File: src/rtl/cls_pkg.sv
package cls_pkg;

  localparam int COLUMNS = 20;
  localparam int ROWS    = 4;

  localparam int INIT_STEPS = 12;

  typedef enum logic [2:0] {
    KIND_INIT     = 3'd0,
    KIND_SHUTDOWN = 3'd1,
    KIND_CLEAR    = 3'd2,
    KIND_COMMAND  = 3'd3,
    KIND_DATA     = 3'd4,
    KIND_CURSOR   = 3'd5,
    KIND_CG_SEL   = 3'd6,
    KIND_CG_ROW   = 3'd7
  } kind_e;

  localparam logic [7:0] CMD_FUNC_SET   = 8'h28;
  localparam logic [7:0] CMD_DISP_ON    = 8'h0C;
  localparam logic [7:0] CMD_CLEAR      = 8'h01;
  localparam logic [7:0] CMD_HOME       = 8'h02;
  localparam logic [7:0] CMD_ENTRY_MODE = 8'h06;
  localparam logic [7:0] CMD_DDRAM_ADDR = 8'h80;
  localparam logic [7:0] CMD_CGRAM_ADDR = 8'h40;
  localparam logic [4:0] CG_ROW_MASK    = 5'h1F;

  localparam logic [3:0] NIB_SYNC = 4'h3;
  localparam logic [3:0] NIB_4BIT = 4'h2;

  localparam logic [15:0] PWR_ON_WAIT_US = 16'd50000;
  localparam logic [12:0] WAIT_NIB_US    = 13'd40;
  localparam logic [12:0] WAIT_CMD_US    = 13'd80;
  localparam logic [12:0] WAIT_SLOW_US   = 13'd2040;
  localparam logic [12:0] WAIT_SYNC_US   = 13'd5040;
  localparam logic [12:0] WAIT_SYNC3_US  = 13'd190;

  typedef struct packed {
    logic [3:0]  nibble;
    logic [15:0] pre_wait;
    logic [12:0] post_wait;
  } nib_t;

  function automatic logic [12:0] cmd_post(input logic [7:0] cmd);
    cmd_post = (cmd == CMD_CLEAR || cmd == CMD_HOME) ? WAIT_SLOW_US : WAIT_CMD_US;
  endfunction

  function automatic logic [7:0] row_base(input logic [1:0] r);
    logic [7:0] b;
    unique case (r)
      2'd0:    b = 8'h00;
      2'd1:    b = 8'h40;
      2'd2:    b = 8'h14;
      default: b = 8'h54;
    endcase
    row_base = b;
  endfunction

  function automatic logic [7:0] cursor_cmd(input logic signed [7:0] col,
                                            input logic signed [7:0] row);
    logic [5:0] c;
    logic [1:0] r;
    if (col < 0) c = '0;
    else if (col >= $signed(8'(COLUMNS))) c = 6'(COLUMNS - 1);
    else c = col[5:0];
    if (row < 0) r = '0;
    else if (row >= $signed(8'(ROWS))) r = 2'(ROWS - 1);
    else r = row[1:0];
    cursor_cmd = CMD_DDRAM_ADDR | (row_base(r) + {2'b00, c});
  endfunction

  // power-on sequence: three sync nibbles, switch to 4-bit, then four commands
  function automatic nib_t init_step(input logic [3:0] idx);
    nib_t n;
    n.pre_wait = '0;
    unique case (idx)
      4'd0: begin
        n.nibble = NIB_SYNC; n.pre_wait = PWR_ON_WAIT_US; n.post_wait = WAIT_SYNC_US;
      end
      4'd1:  begin n.nibble = NIB_SYNC; n.post_wait = WAIT_SYNC_US; end
      4'd2:  begin n.nibble = NIB_SYNC; n.post_wait = WAIT_SYNC3_US; end
      4'd3:  begin n.nibble = NIB_4BIT; n.post_wait = WAIT_SYNC3_US; end
      4'd4:  begin n.nibble = CMD_FUNC_SET[7:4]; n.post_wait = WAIT_NIB_US; end
      4'd5:  begin n.nibble = CMD_FUNC_SET[3:0]; n.post_wait = cmd_post(CMD_FUNC_SET); end
      4'd6:  begin n.nibble = CMD_DISP_ON[7:4]; n.post_wait = WAIT_NIB_US; end
      4'd7:  begin n.nibble = CMD_DISP_ON[3:0]; n.post_wait = cmd_post(CMD_DISP_ON); end
      4'd8:  begin n.nibble = CMD_CLEAR[7:4]; n.post_wait = WAIT_NIB_US; end
      4'd9:  begin n.nibble = CMD_CLEAR[3:0]; n.post_wait = cmd_post(CMD_CLEAR); end
      4'd10: begin n.nibble = CMD_ENTRY_MODE[7:4]; n.post_wait = WAIT_NIB_US; end
      4'd11: begin
        n.nibble = CMD_ENTRY_MODE[3:0]; n.post_wait = cmd_post(CMD_ENTRY_MODE);
      end
      default: begin n.nibble = '0; n.post_wait = '0; end
    endcase
    init_step = n;
  endfunction

endpackage

File: src/rtl/char_lcd_nibble_sequencer.sv
// Turns character-display requests into 4-bit panel transfers, one nibble per
// result, each with its register-select level and the waits in microseconds to
// honor before and after the enable pulse. A request is decoded into a job
// register as it is accepted; the job then hands one nibble per cycle to the
// output register while it is free or not stalled. Init yields 12 nibbles,
// any other request with output yields 2, and a request without output
// (anything before init, a repeated init) yields none. The next request is
// accepted in the cycle the job's final nibble moves to the output register,
// so a full stream runs at one nibble per cycle while the output keeps stall low.
module char_lcd_nibble_sequencer (
  input  logic              clk_i,
  input  logic              rst_ni,
  input  logic              in_valid_i,
  output logic              in_stall_o,
  input  logic [2:0]        kind_i,
  input  logic [7:0]        value_i,
  input  logic signed [7:0] col_i,
  input  logic signed [7:0] row_sel_i,
  output logic              out_valid_o,
  input  logic              out_stall_i,
  output logic              rs_o,
  output logic [3:0]        nibble_o,
  output logic [15:0]       pre_wait_us_o,
  output logic [12:0]       post_wait_us_o,
  output logic              last_o
);
  import cls_pkg::*;

  logic        init_q, init_d;
  logic        job_valid_q;
  logic [3:0]  idx_q;
  logic        job_init_q, job_rs_q;
  logic [7:0]  job_byte_q;
  logic [12:0] job_post_q;

  logic        produce, new_init, new_rs;
  logic [7:0]  new_byte;
  logic [12:0] new_post;

  logic        out_valid_q, rs_q, last_q;
  logic [3:0]  nibble_q;
  logic [15:0] pre_q;
  logic [12:0] post_q;

  nib_t cur_nib;
  logic job_last, out_load, job_done, in_acc;

  always_comb begin
    if (job_init_q) begin
      cur_nib  = init_step(idx_q);
      job_last = (idx_q == 4'(INIT_STEPS - 1));
    end else begin
      cur_nib.nibble    = idx_q[0] ? job_byte_q[3:0] : job_byte_q[7:4];
      cur_nib.pre_wait  = '0;
      cur_nib.post_wait = idx_q[0] ? job_post_q : WAIT_NIB_US;
      job_last          = idx_q[0];
    end
  end

  assign out_load   = job_valid_q && (!out_valid_q || !out_stall_i);
  assign job_done   = out_load && job_last;
  assign in_stall_o = job_valid_q && !job_done;
  assign in_acc     = in_valid_i && !in_stall_o;

  // request decode
  always_comb begin
    produce  = init_q;
    init_d   = init_q;
    new_init = 1'b0;
    new_rs   = 1'b0;
    new_byte = CMD_CLEAR;
    new_post = cmd_post(CMD_CLEAR);
    unique case (kind_e'(kind_i))
      KIND_INIT: begin
        produce  = !init_q;
        new_init = 1'b1;
        init_d   = 1'b1;
      end
      KIND_SHUTDOWN: init_d = 1'b0;
      KIND_CLEAR: ;
      KIND_COMMAND: begin
        new_byte = value_i;
        new_post = cmd_post(value_i);
      end
      KIND_DATA: begin
        new_rs   = 1'b1;
        new_byte = value_i;
        new_post = WAIT_NIB_US;
      end
      KIND_CURSOR: begin
        new_byte = cursor_cmd(col_i, row_sel_i);
        new_post = cmd_post(new_byte);
      end
      KIND_CG_SEL: begin
        new_byte = CMD_CGRAM_ADDR | {2'b00, value_i[2:0], 3'b000};
        new_post = cmd_post(new_byte);
      end
      KIND_CG_ROW: begin
        new_rs   = 1'b1;
        new_byte = {3'b000, value_i[4:0] & CG_ROW_MASK};
        new_post = WAIT_NIB_US;
      end
      default: ;
    endcase
  end

  always_ff @(posedge clk_i or negedge rst_ni) begin
    if (!rst_ni) begin
      init_q      <= 1'b0;
      job_valid_q <= 1'b0;
      idx_q       <= '0;
    end else if (in_acc) begin
      init_q      <= init_d;
      job_valid_q <= produce;
      idx_q       <= '0;
    end else if (out_load) begin
      idx_q <= idx_q + 4'd1;
      if (job_last) job_valid_q <= 1'b0;
    end
  end

  always_ff @(posedge clk_i) begin
    if (in_acc) begin
      job_init_q <= new_init;
      job_rs_q   <= new_rs;
      job_byte_q <= new_byte;
      job_post_q <= new_post;
    end
  end

  always_ff @(posedge clk_i or negedge rst_ni) begin
    if (!rst_ni) begin
      out_valid_q <= 1'b0;
    end else if (out_load) begin
      out_valid_q <= 1'b1;
    end else if (!out_stall_i) begin
      out_valid_q <= 1'b0;
    end
  end

  always_ff @(posedge clk_i) begin
    if (out_load) begin
      rs_q     <= job_rs_q;
      nibble_q <= cur_nib.nibble;
      pre_q    <= cur_nib.pre_wait;
      post_q   <= cur_nib.post_wait;
      last_q   <= job_last;
    end
  end

  assign out_valid_o    = out_valid_q;
  assign rs_o           = rs_q;
  assign nibble_o       = nibble_q;
  assign pre_wait_us_o  = pre_q;
  assign post_wait_us_o = post_q;
  assign last_o         = last_q;

endmodule

File: config.mk
export PLATFORM = sky130hd
export DESIGN_NAME = char_lcd_nibble_sequencer
export DESIGN_NICKNAME = d
export VERILOG_FILES = /design/src/rtl/cls_pkg.sv /design/src/rtl/char_lcd_nibble_sequencer.sv
export SDC_FILE = /design/constraint.sdc
export NUM_CORES = 1
export LEC_CHECK = 0
export ABC_AREA = 1
export ABC_CLOCK_PERIOD_IN_PS = 1600
export BUFFER_PORTS_ARGS = -buffer_cell sky130_fd_sc_hd__buf_2
export CORE_ASPECT_RATIO = 1.5
export CORE_MARGIN = 3
export CORE_UTILIZATION = 45
export DETAILED_ROUTE_END_ITERATION = 6
export PLACE_DENSITY = 0.75
export SLEW_MARGIN = 20
export SYNTH_ARGS = -nofsm -noshare
export SYNTH_HDL_FRONTEND = slang
export SYNTH_SLANG_ARGS = --single-unit
File: constraint.sdc
create_clock -name clk_i -period 1.6 [get_ports clk_i]
set_input_delay 0.24 -clock clk_i [delete_from_list [all_inputs] [get_ports clk_i]]
set_output_delay 0.24 -clock clk_i [all_outputs]
set_load 0.02 [all_outputs]
## Word level (Yosys, flattened, before mapping)

Index checks and enable logic that the tools add are counted.

- Register bits: 65
- Bits of input ports: 31
- Output and inout port bits: 37
- Logic and storage cells: 98

- Add/sub/neg operators: 2
- Magnitude comparators: 4
- Eq/ne operators: 22
- Multiplexer cells: 29
- Reduce and logical (&&, ||, !) cells: 28

Operator list:

| operator | count |
|---|---|
| 13-bit case mux with 5 select lines | 1 |
| 33-bit 2-to-1 mux | 1 |
| 11-bit case mux with 3 select lines | 1 |
| 8-bit case mux with 4 select lines | 1 |
| 4-bit case mux with 6 select lines | 1 |
| 7-bit case mux with 3 select lines | 1 |
| 6-bit 2-to-1 mux | 3 |
| 4-bit by 3-bit equality test with 1-bit output (second input constant) | 4 |
| 4-bit equality test (second input constant) | 4 |
| 8-bit by 1-bit less-than comparator with 1-bit output (second input constant) | 2 |
| 16-bit 2-to-1 mux | 1 |
| 13-bit 2-to-1 mux | 1 |
| 3-bit equality test (second input constant) | 4 |
| 4-bit 2-to-1 mux | 3 |
| 2-bit OR reduction | 6 |
| 11-bit 2-to-1 mux | 1 |
| 1-bit 2-to-1 mux | 9 |
| 4-bit by 2-bit equality test with 1-bit output (second input constant) | 2 |
| 8-bit by 1-bit equality test with 1-bit output (second input constant) | 1 |
| 8-bit by 2-bit equality test with 1-bit output (second input constant) | 1 |
| 8-bit by 4-bit greater-or-equal comparator with 1-bit output (second input constant) | 1 |
| 8-bit by 6-bit greater-or-equal comparator with 1-bit output (second input constant) | 1 |
| 7-bit by 6-bit adder with 7-bit output | 1 |
| 7-bit 2-to-1 mux | 1 |
| 19 further kinds | 33 |

## Longest topological paths before layout

Gate-level depths: netlist (run 1).

- Word-level depth: 10
- Mapped depth: 9
- Gate-level depth less buffers: 9

## Worst setup path after synthesis (run 1)

No wires, ideal clock.

- Path kind: reg2reg
- From: register out_valid_q, in the netlist out_valid_o
- To: register job_byte_q[0], enable pin
- Setup time: 0.325 ns
- Arrival: 1.587 ns
- Data required time: 1.275 ns
- Slack: -0.313 ns
- Cell stages (with the launch flop): 8
- Buffers on the path: 0
- Period minus slack after synthesis: 1.913 ns
- Path through: dfrtp_1 nand2_1 nand2_1 inv_1 nand3_1 nand2_2 nand2_1 inv_2

- Word-level cells in the longest chain between the ends: 8

Ends and longest elaborated chain:

| item | line | text |
|---|---|---|
| start: declaration | char_lcd_nibble_sequencer.sv:40 | `logic out_valid_q, rs_q, last_q;` |
| start signal: assignment | char_lcd_nibble_sequencer.sv:133 | `out_valid_q <= 1'b0;` |
| start signal: assignment | char_lcd_nibble_sequencer.sv:135 | `out_valid_q <= 1'b1;` |
| start signal: assignment | char_lcd_nibble_sequencer.sv:137 | `out_valid_q <= 1'b0;` |
| 1-bit logical NOT | char_lcd_nibble_sequencer.sv:60 | `assign out_load = job_valid_q && (!out_valid_q \|\| !out_stall_i);` |
| 1-bit logical OR | char_lcd_nibble_sequencer.sv:60 |  |
| 1-bit logical AND | char_lcd_nibble_sequencer.sv:60 |  |
| named net out_load | char_lcd_nibble_sequencer.sv:46 | `logic job_last, out_load, job_done, in_acc;` |
| 1-bit logical AND | char_lcd_nibble_sequencer.sv:61 | `assign job_done = out_load && job_last;` |
| 1-bit logical NOT | char_lcd_nibble_sequencer.sv:62 | `assign in_stall_o = job_valid_q && !job_done;` |
| 1-bit logical AND | char_lcd_nibble_sequencer.sv:62 |  |
| 1-bit logical NOT | char_lcd_nibble_sequencer.sv:63 | `assign in_acc = in_valid_i && !in_stall_o;` |
| 1-bit logical AND | char_lcd_nibble_sequencer.sv:63 |  |
| named net in_acc | char_lcd_nibble_sequencer.sv:46 |  |
| end signal: assignment | char_lcd_nibble_sequencer.sv:126 | `job_byte_q <= new_byte;` |
| end: declaration | char_lcd_nibble_sequencer.sv:33 | `logic [7:0] job_byte_q;` |

The timed path passes the listed nets, and every way through them passes these cells.
A chain may end at the register's enable or synchronous reset.

==> results of run 1 <==
## through the flow
| stage | TNS (ns) | std cells | hold WS, ns | power [uW] |
|---|---|---|---|---|
| final | -0.0575 | 349 | 0.190 | 4370 |
| after global routing | -0.348 | 349 | 0.211 | 4650 |
| after CTS | -0.00950 | 347 | 0.184 | 4270 |
| after detailed placement | -0.853 | 332 | 0.0835 | 3340 |
| after global placement | -0.593 | 332 | 0.0785 | 3300 |
| after floorplan | 0 | 237 | -0.0556 | 2830 |
## metal layers
layer | GRT usage, % | up-vias
met2 | 31.7 | 61
met5 | 0 | -
met1 | 14.5 | 809
li1 | - | 872
met4 | 9.66 | 0
met3 | 2.63 | 13
## sequential cells by signal, indices dropped and copies added, names as in the netlist, 3 cells and up
register / flops
post_wait_us_o: 9
job_byte_q: 8
idx_q: 4
nibble_o: 4
job_post_q: 3
## timing repair
action / CTS / global route
endpoints found under the setup margin: 19 / 25
pin swaps: 4 / 7
buffers inserted: 6 / 2
gates resized for setup: 17 / 10
hold endpoints to repair: 7 / 0
hold buffers: 1 / 0
## final cells by class
| class | count | area [sq um] | share of cell area (%) |
|---|---|---|---|
| sequential | 36 | 1050 | 38.8 |
| clock buffer | 5 | 68.8 | 2.55 |
| inverter | 27 | 110 | 4.07 |
| tap | 46 | 57.6 | 2.13 |
| multi-input combinational | 153 | 908 | 33.6 |
| clock inverter | 3 | 37.5 | 1.39 |
| timing repair buffer | 79 | 472 | 17.5 |
## worst max path at each step
stage                             from                     endpoint  slack [ns]  cells past startpoint
4_1_cts           idx_q[1]$_DFFE_PN0P_                   in_stall_o       -0.01                      7
2_1_floorplan  out_valid_o$_DFFE_PN0P_  job_byte_q[0]$_SDFFCE_PN1P_       0.004                      7
3_5_place_dp                  col_i[3]  job_byte_q[4]$_SDFFCE_PN0P_       -0.18                     10
5_1_grt           idx_q[0]$_DFFE_PN0P_  post_wait_us_o[4]$_DFFE_PP_       -0.08                      6
6_report          idx_q[0]$_DFFE_PN0P_        nibble_o[1]$_DFFE_PP_       -0.04                      7
3_3_place_gp              row_sel_i[6]  job_byte_q[4]$_SDFFCE_PN0P_       -0.13                     10
## synthesized netlist by cell type
cell      number  area, sq um
nand2_1       39          146
nor2_1        34          128
edfxtp_1      29          871
inv_1         22         82.6
buf_4         20          150
nand3_1       15         75.1
a21oi_1        9         45.0
o21ai_0        9         45.0
dfrtp_1        7          175
ha_1           7         87.6
inv_2          5         18.8
xor2_1         5         43.8
o21ai_1        4         20.0
or2_2          3         18.8
nor3_1         2         10.0
o221ai_1       2         17.5
a211oi_1       1         7.51
a21boi_0       1         7.51
a22oi_1        1         7.51
a41oi_1        1         8.76
clkbuf_1       1         3.75
conb_1         1         3.75
nand2_2        1         6.26
nand3b_1       1         7.51
nor2_2         1         6.26
nor3_4         1         16.3
nor4_1         1         6.26
o211ai_1       1         7.51
o21bai_1       1         7.51
o31ai_2        1         12.5
## where the power goes
group | switching, uW | leakage, uW | internal [uW]
clock network | 320 | 0.0000532 | 453
logic | 1240 | 0.000839 | 778
registers | 129 | 0.000367 | 1450
## worst register-to-register path, cell delays in order (launching register included)
cell and delay, ns:
dfrtp_2 0.46, ha_4 0.19, buf_4 0.15, o21ai_4 0.16, buf_4 0.14, nand3_1 0.08, nor2_1 0.16, a21oi_1 0.06
## cell families after synthesis
kind of cell               count (synthesis)
xor gates and xnor gates                   5
buffers and inverters                     48
and+or+nand+nor                           98
adders and majority gates                  7
DFF                                       36
AOI/OAI and AO/OA                         31
other                                      1
==> results.cfg, run 1 <==
[route]
drtAntennaViolNets = 0
wl_microns = 4180
met1_length_microns = 1460
wl_met3_microns = 185
viasPerCell = 5.03
top_layer_used = met4
wire_per_inst_microns = 12.0
first_pass_iters = 4
vias = 1755
wl_met2_microns = 2390
drc = 0
dr.first_iter.drc_count = 27

[setup_path]
critPathKind = reg -> reg
crit_top_cell = buf_4
r2r-start = idx_q[0]$_DFFE_PN0P_
ff2ff_setup_slack_ns = -0.04
worstSetupStartpointType = flip-flop
slowest_delay_ns = 0.46
critPathTopFamily = flip-flops
r2r_cells = 7
worst_setup_path_end_kind = flip-flop
critPathSlowestCell = dfrtp_2
cp.buffers_inverters = 2
cp.required_ns = 1.64
crit_path_max_fanout = 4
rr_endpoint = nibble_o[1]$_DFFE_PP_
path_cells = ha_4 -> buf_4 -> o21ai_4 -> buf_4 -> nand3_1 -> nor2_1 -> a21oi_1
critical_path_arrival_ns = 1.69

[placed_design]
dp_hpwl_microns = 3180
gp_congestion = 0.853
place_worst_setup_slack_ns = -0.182
numPortBuffers = 55
placed_area_sq_um = 2430

[run_status]
outcome = complete, but fails checks
failed_checks = setup timing

[power]
powerDensity_nw_per_um2 = 1620
ir_worst_vdd_v = 0.000617
leakage_uw = 0.00126

[synthesis]
yosys.area_share.simple_pct = 20.6
avgSynthCellArea_sq_um = 9.04
synthAdderAreaFrac_pct = 4.29
synth_top_family_by_area = simple AND/OR/NAND/NOR gates
ys_seq_area_share_pct = 51.2
yosysWarnings = 0
synth_compound_area_share_pct = 9.12
synth-xor-area-share_pct = 2.14
synth.area.mux_share_pct = 0
ys_ff_latch = 36
synth_area_sq_um = 2040
ys_types = 30
synthCells = 226

[finish]
fin_nets = 340
fillers = 340
final_util_pct = 62.6
area_growth_pct = 32.3
final_cell_mix = 54 x buf_2, 33 x nand2_1, 30 x nor2_1, 29 x edfxtp_1, 21 x buf_4
num_antenna_cells = 0
drive_above_1_share_pct = 41.3
final_area_sq_um = 2700
final_common_cell = buf_2

[floorplan]
core-area_sq_um = 4320
fp.dieArea_sq_um = 5400
io_pins = 68
die_w_microns = 61.0
row_count = 29
fp.dieH_microns = 88.5
initial_core_util_pct = 47.3

[sta]
skew_ns = 0.00402
post-route-min-period_ns = 1.64
rsz0062_at_grt = yes
layout_worst_path_cycle_share_pct = 103
clock.fmax_ghz = 0.608
setup_ws_ns = -0.0449
finalSetupViolations = 2
hold_viol = 0
maxSlewViolCount = 0

[global_route]
antenna_found_initial = 0
grt_pass1_wl_microns = 6500
grt.total_usage_pct = 16.2
grt_overflow = 0
grt_max_degree = 18
grt_pass1_vias = 1655

[clock_tree]
clock-root-buffer = clkbuf_8
htreeDepth = 2
cts_tree = built
cts_buffer_depth = 2
clkTransAtPathRegs_ns = 0.07
cts_inserted_buffers = 5
clk_latency_ns = 0.29
clock-sinks = 36

[run]
max_cap_viol_count = 0

[worst_hold_path]
hold_depth = 2
min_to = idx_q[1]$_DFFE_PN0P_
holdCritStartpoint = in_valid_i
hold_class = in -> reg
No activity file was read; power rests on OpenSTA's default activity.
==> inputs of run 2 (changes only) <==
- GPL_TIMING_DRIVEN: unset -> 0
==> results.cfg, run 2 (synthesis results as in run 1) <==
[global_route]
antenna_found_initial = 0
grt.total_usage_pct = 15.9
grt_pass1_wl_microns = 6270
grt_pass1_vias = 1568
grt_overflow = 0
grt_max_degree = 18

[finish]
largest_reg_flops = 9
fillers = 339
final_common_cell = buf_2
drive_above_1_share_pct = 43.6
num_antenna_cells = 0
fin_nets = 351
stdcell_count = 360
final_cell_mix = 54 x buf_2, 32 x nand2_1, 31 x buf_4, 29 x nor2_1, 29 x edfxtp_1
area_growth_pct = 39.9

[run_status]
failed_checks = setup timing
outcome = complete, but fails checks

[clock_tree]
clk_latency_ns = 0.28
cts_inserted_buffers = 5
cts_buffer_depth = 2
cts_tree = built
clock-root-buffer = clkbuf_8
clock-sinks = 36
clkTransAtPathRegs_ns = 0.06
htreeDepth = 2

[sta]
clock.fmax_ghz = 0.613
maxSlewViolCount = 0
setup_ws_ns = -0.0307
skew_ns = 0.00458
hold_viol = 0
rsz0062_at_grt = yes
finalSetupViolations = 1
layout_worst_path_cycle_share_pct = 102
post-route-min-period_ns = 1.63

[setup_path]
worstSetupStartpointType = flip-flop
critPathTopFamily = flip-flops
cp.required_ns = 1.36
cp.buffers_inverters = 2
path_cells = ha_4 -> nand3_4 -> nand2_4 -> nand3_4 -> nand2_4 -> inv_2 -> buf_6
critPathSlowestCell = dfrtp_1
crit_path_max_fanout = 3
slowest_delay_ns = 0.43
worst_setup_path_end_kind = primary output
critical_path_arrival_ns = 1.39
critPathKind = reg -> out

[placed_design]
place_worst_setup_slack_ns = -0.223
gp_congestion = 0.809
dp_hpwl_microns = 3060
numPortBuffers = 55
dp_cells = 338

[floorplan]
io_pins = 68
fp.dieH_microns = 88.5
core-area_sq_um = 4320
die_w_microns = 61.0
initial_core_util_pct = 47.3
fp.dieArea_sq_um = 5400
row_count = 29

[route]
wl_met2_microns = 2380
wl_met3_microns = 205
drc = 0
met1_length_microns = 1420
wl_microns = 4170
viasPerCell = 4.86
vias = 1748
drtAntennaViolNets = 0
wire_per_inst_microns = 11.6
first_pass_iters = 4
top_layer_used = met4
dr.first_iter.drc_count = 43

[run]
max_cap_viol_count = 0

[power]
powerDensity_nw_per_um2 = 1570
leakage_uw = 0.00134
ir_worst_vdd_v = 0.000638

[worst_hold_path]
hold_class = in -> reg
[run 2: changes by cell type in the layout (fill, tap and decap cells not counted), moves of 2 or more]
cell / before / now
buf_4: 21 / 31
nand2_4: 0 / 3
nand2_2: 7 / 5
ha_4: 2 / 5
ha_2: 4 / 1
[run 2: routing by layer]
layer  GRT usage [%]  vias to the layer above
met1            14.2                      774
li1                -                      897
met5               0                        -
met2            31.5                       66
met4            9.27                        0
met3            2.19                       11
[run 2: layout make-up]
type                            count  area [sq um]  share of cell area (%)
Clock buffer                        5          68.8                    2.41
Buffer                             21           158                    5.52
Timing Repair Buffer               69           393                    13.7
Inverter                           27           120                    4.20
Tap cell                           46          57.6                    2.01
Multi-Input combinational cell    153           976                    34.2
Sequential cell                    36          1050                    36.6
Clock inverter                      3          37.5                    1.31
[run 2: timing repair]
item,CTS,global route
gates resized for setup,17,27
hold endpoints to repair,7,0
pin swaps,4,13
endpoints found under the setup margin,23,23
hold buffers,1,0
buffers inserted,7,6
[run 2: power breakdown]
group          internal (uW)  switching, uW
Combinational            868           1310
Sequential              1450            139
Clock                    453            285
Total                   2770           1730
[run 2: path summary, 6_finish.rpt]
kind                       depth (start not counted)  slack, ns            startpoint                     endpoint
setup / recovery                                   7      -0.03  idx_q[0]$_DFFE_PN0P_                   in_stall_o
min in group asynchronous                          2       0.31                rst_ni         idx_q[0]$_DFFE_PN0P_
hold / removal                                     2       0.20            in_valid_i         idx_q[1]$_DFFE_PN0P_
hold reg to reg                                    0       0.43    job_rs_q$_DFFE_PP_               rs_o$_DFFE_PP_
max in group asynchronous                          2       1.12                rst_ni      out_valid_o$_DFFE_PN0P_
setup reg to reg                                   8       0.02  idx_q[0]$_DFFE_PN0P_  job_byte_q[5]$_SDFFCE_PN0P_
[run 2: worst reg2reg max path: cells and delay by family, from the launching register on]
family                   cells  cell delay [ns]
flip-flops                   1             0.43
AND/OR/NAND/NOR              5             0.42
buffers and inverters        2             0.25
adder cells (fa/ha/maj)      1             0.18
[run 2: per-stage QoR]
step                      util, %  setup TNS [ns]  hold slack [ns]  cell area [sq um]  power, uW
after global routing         66.2          -0.588            0.227               2860       4780
after CTS                    62.8         -0.0916            0.189               2710       4280
after global placement       57.3           -2.81           0.0760               2470       3280
after detailed placement     57.3           -3.42           0.0792               2470       3310
final                        66.2         -0.0307            0.202               2860       4500
after floorplan                 -               0          -0.0556               2140       2830
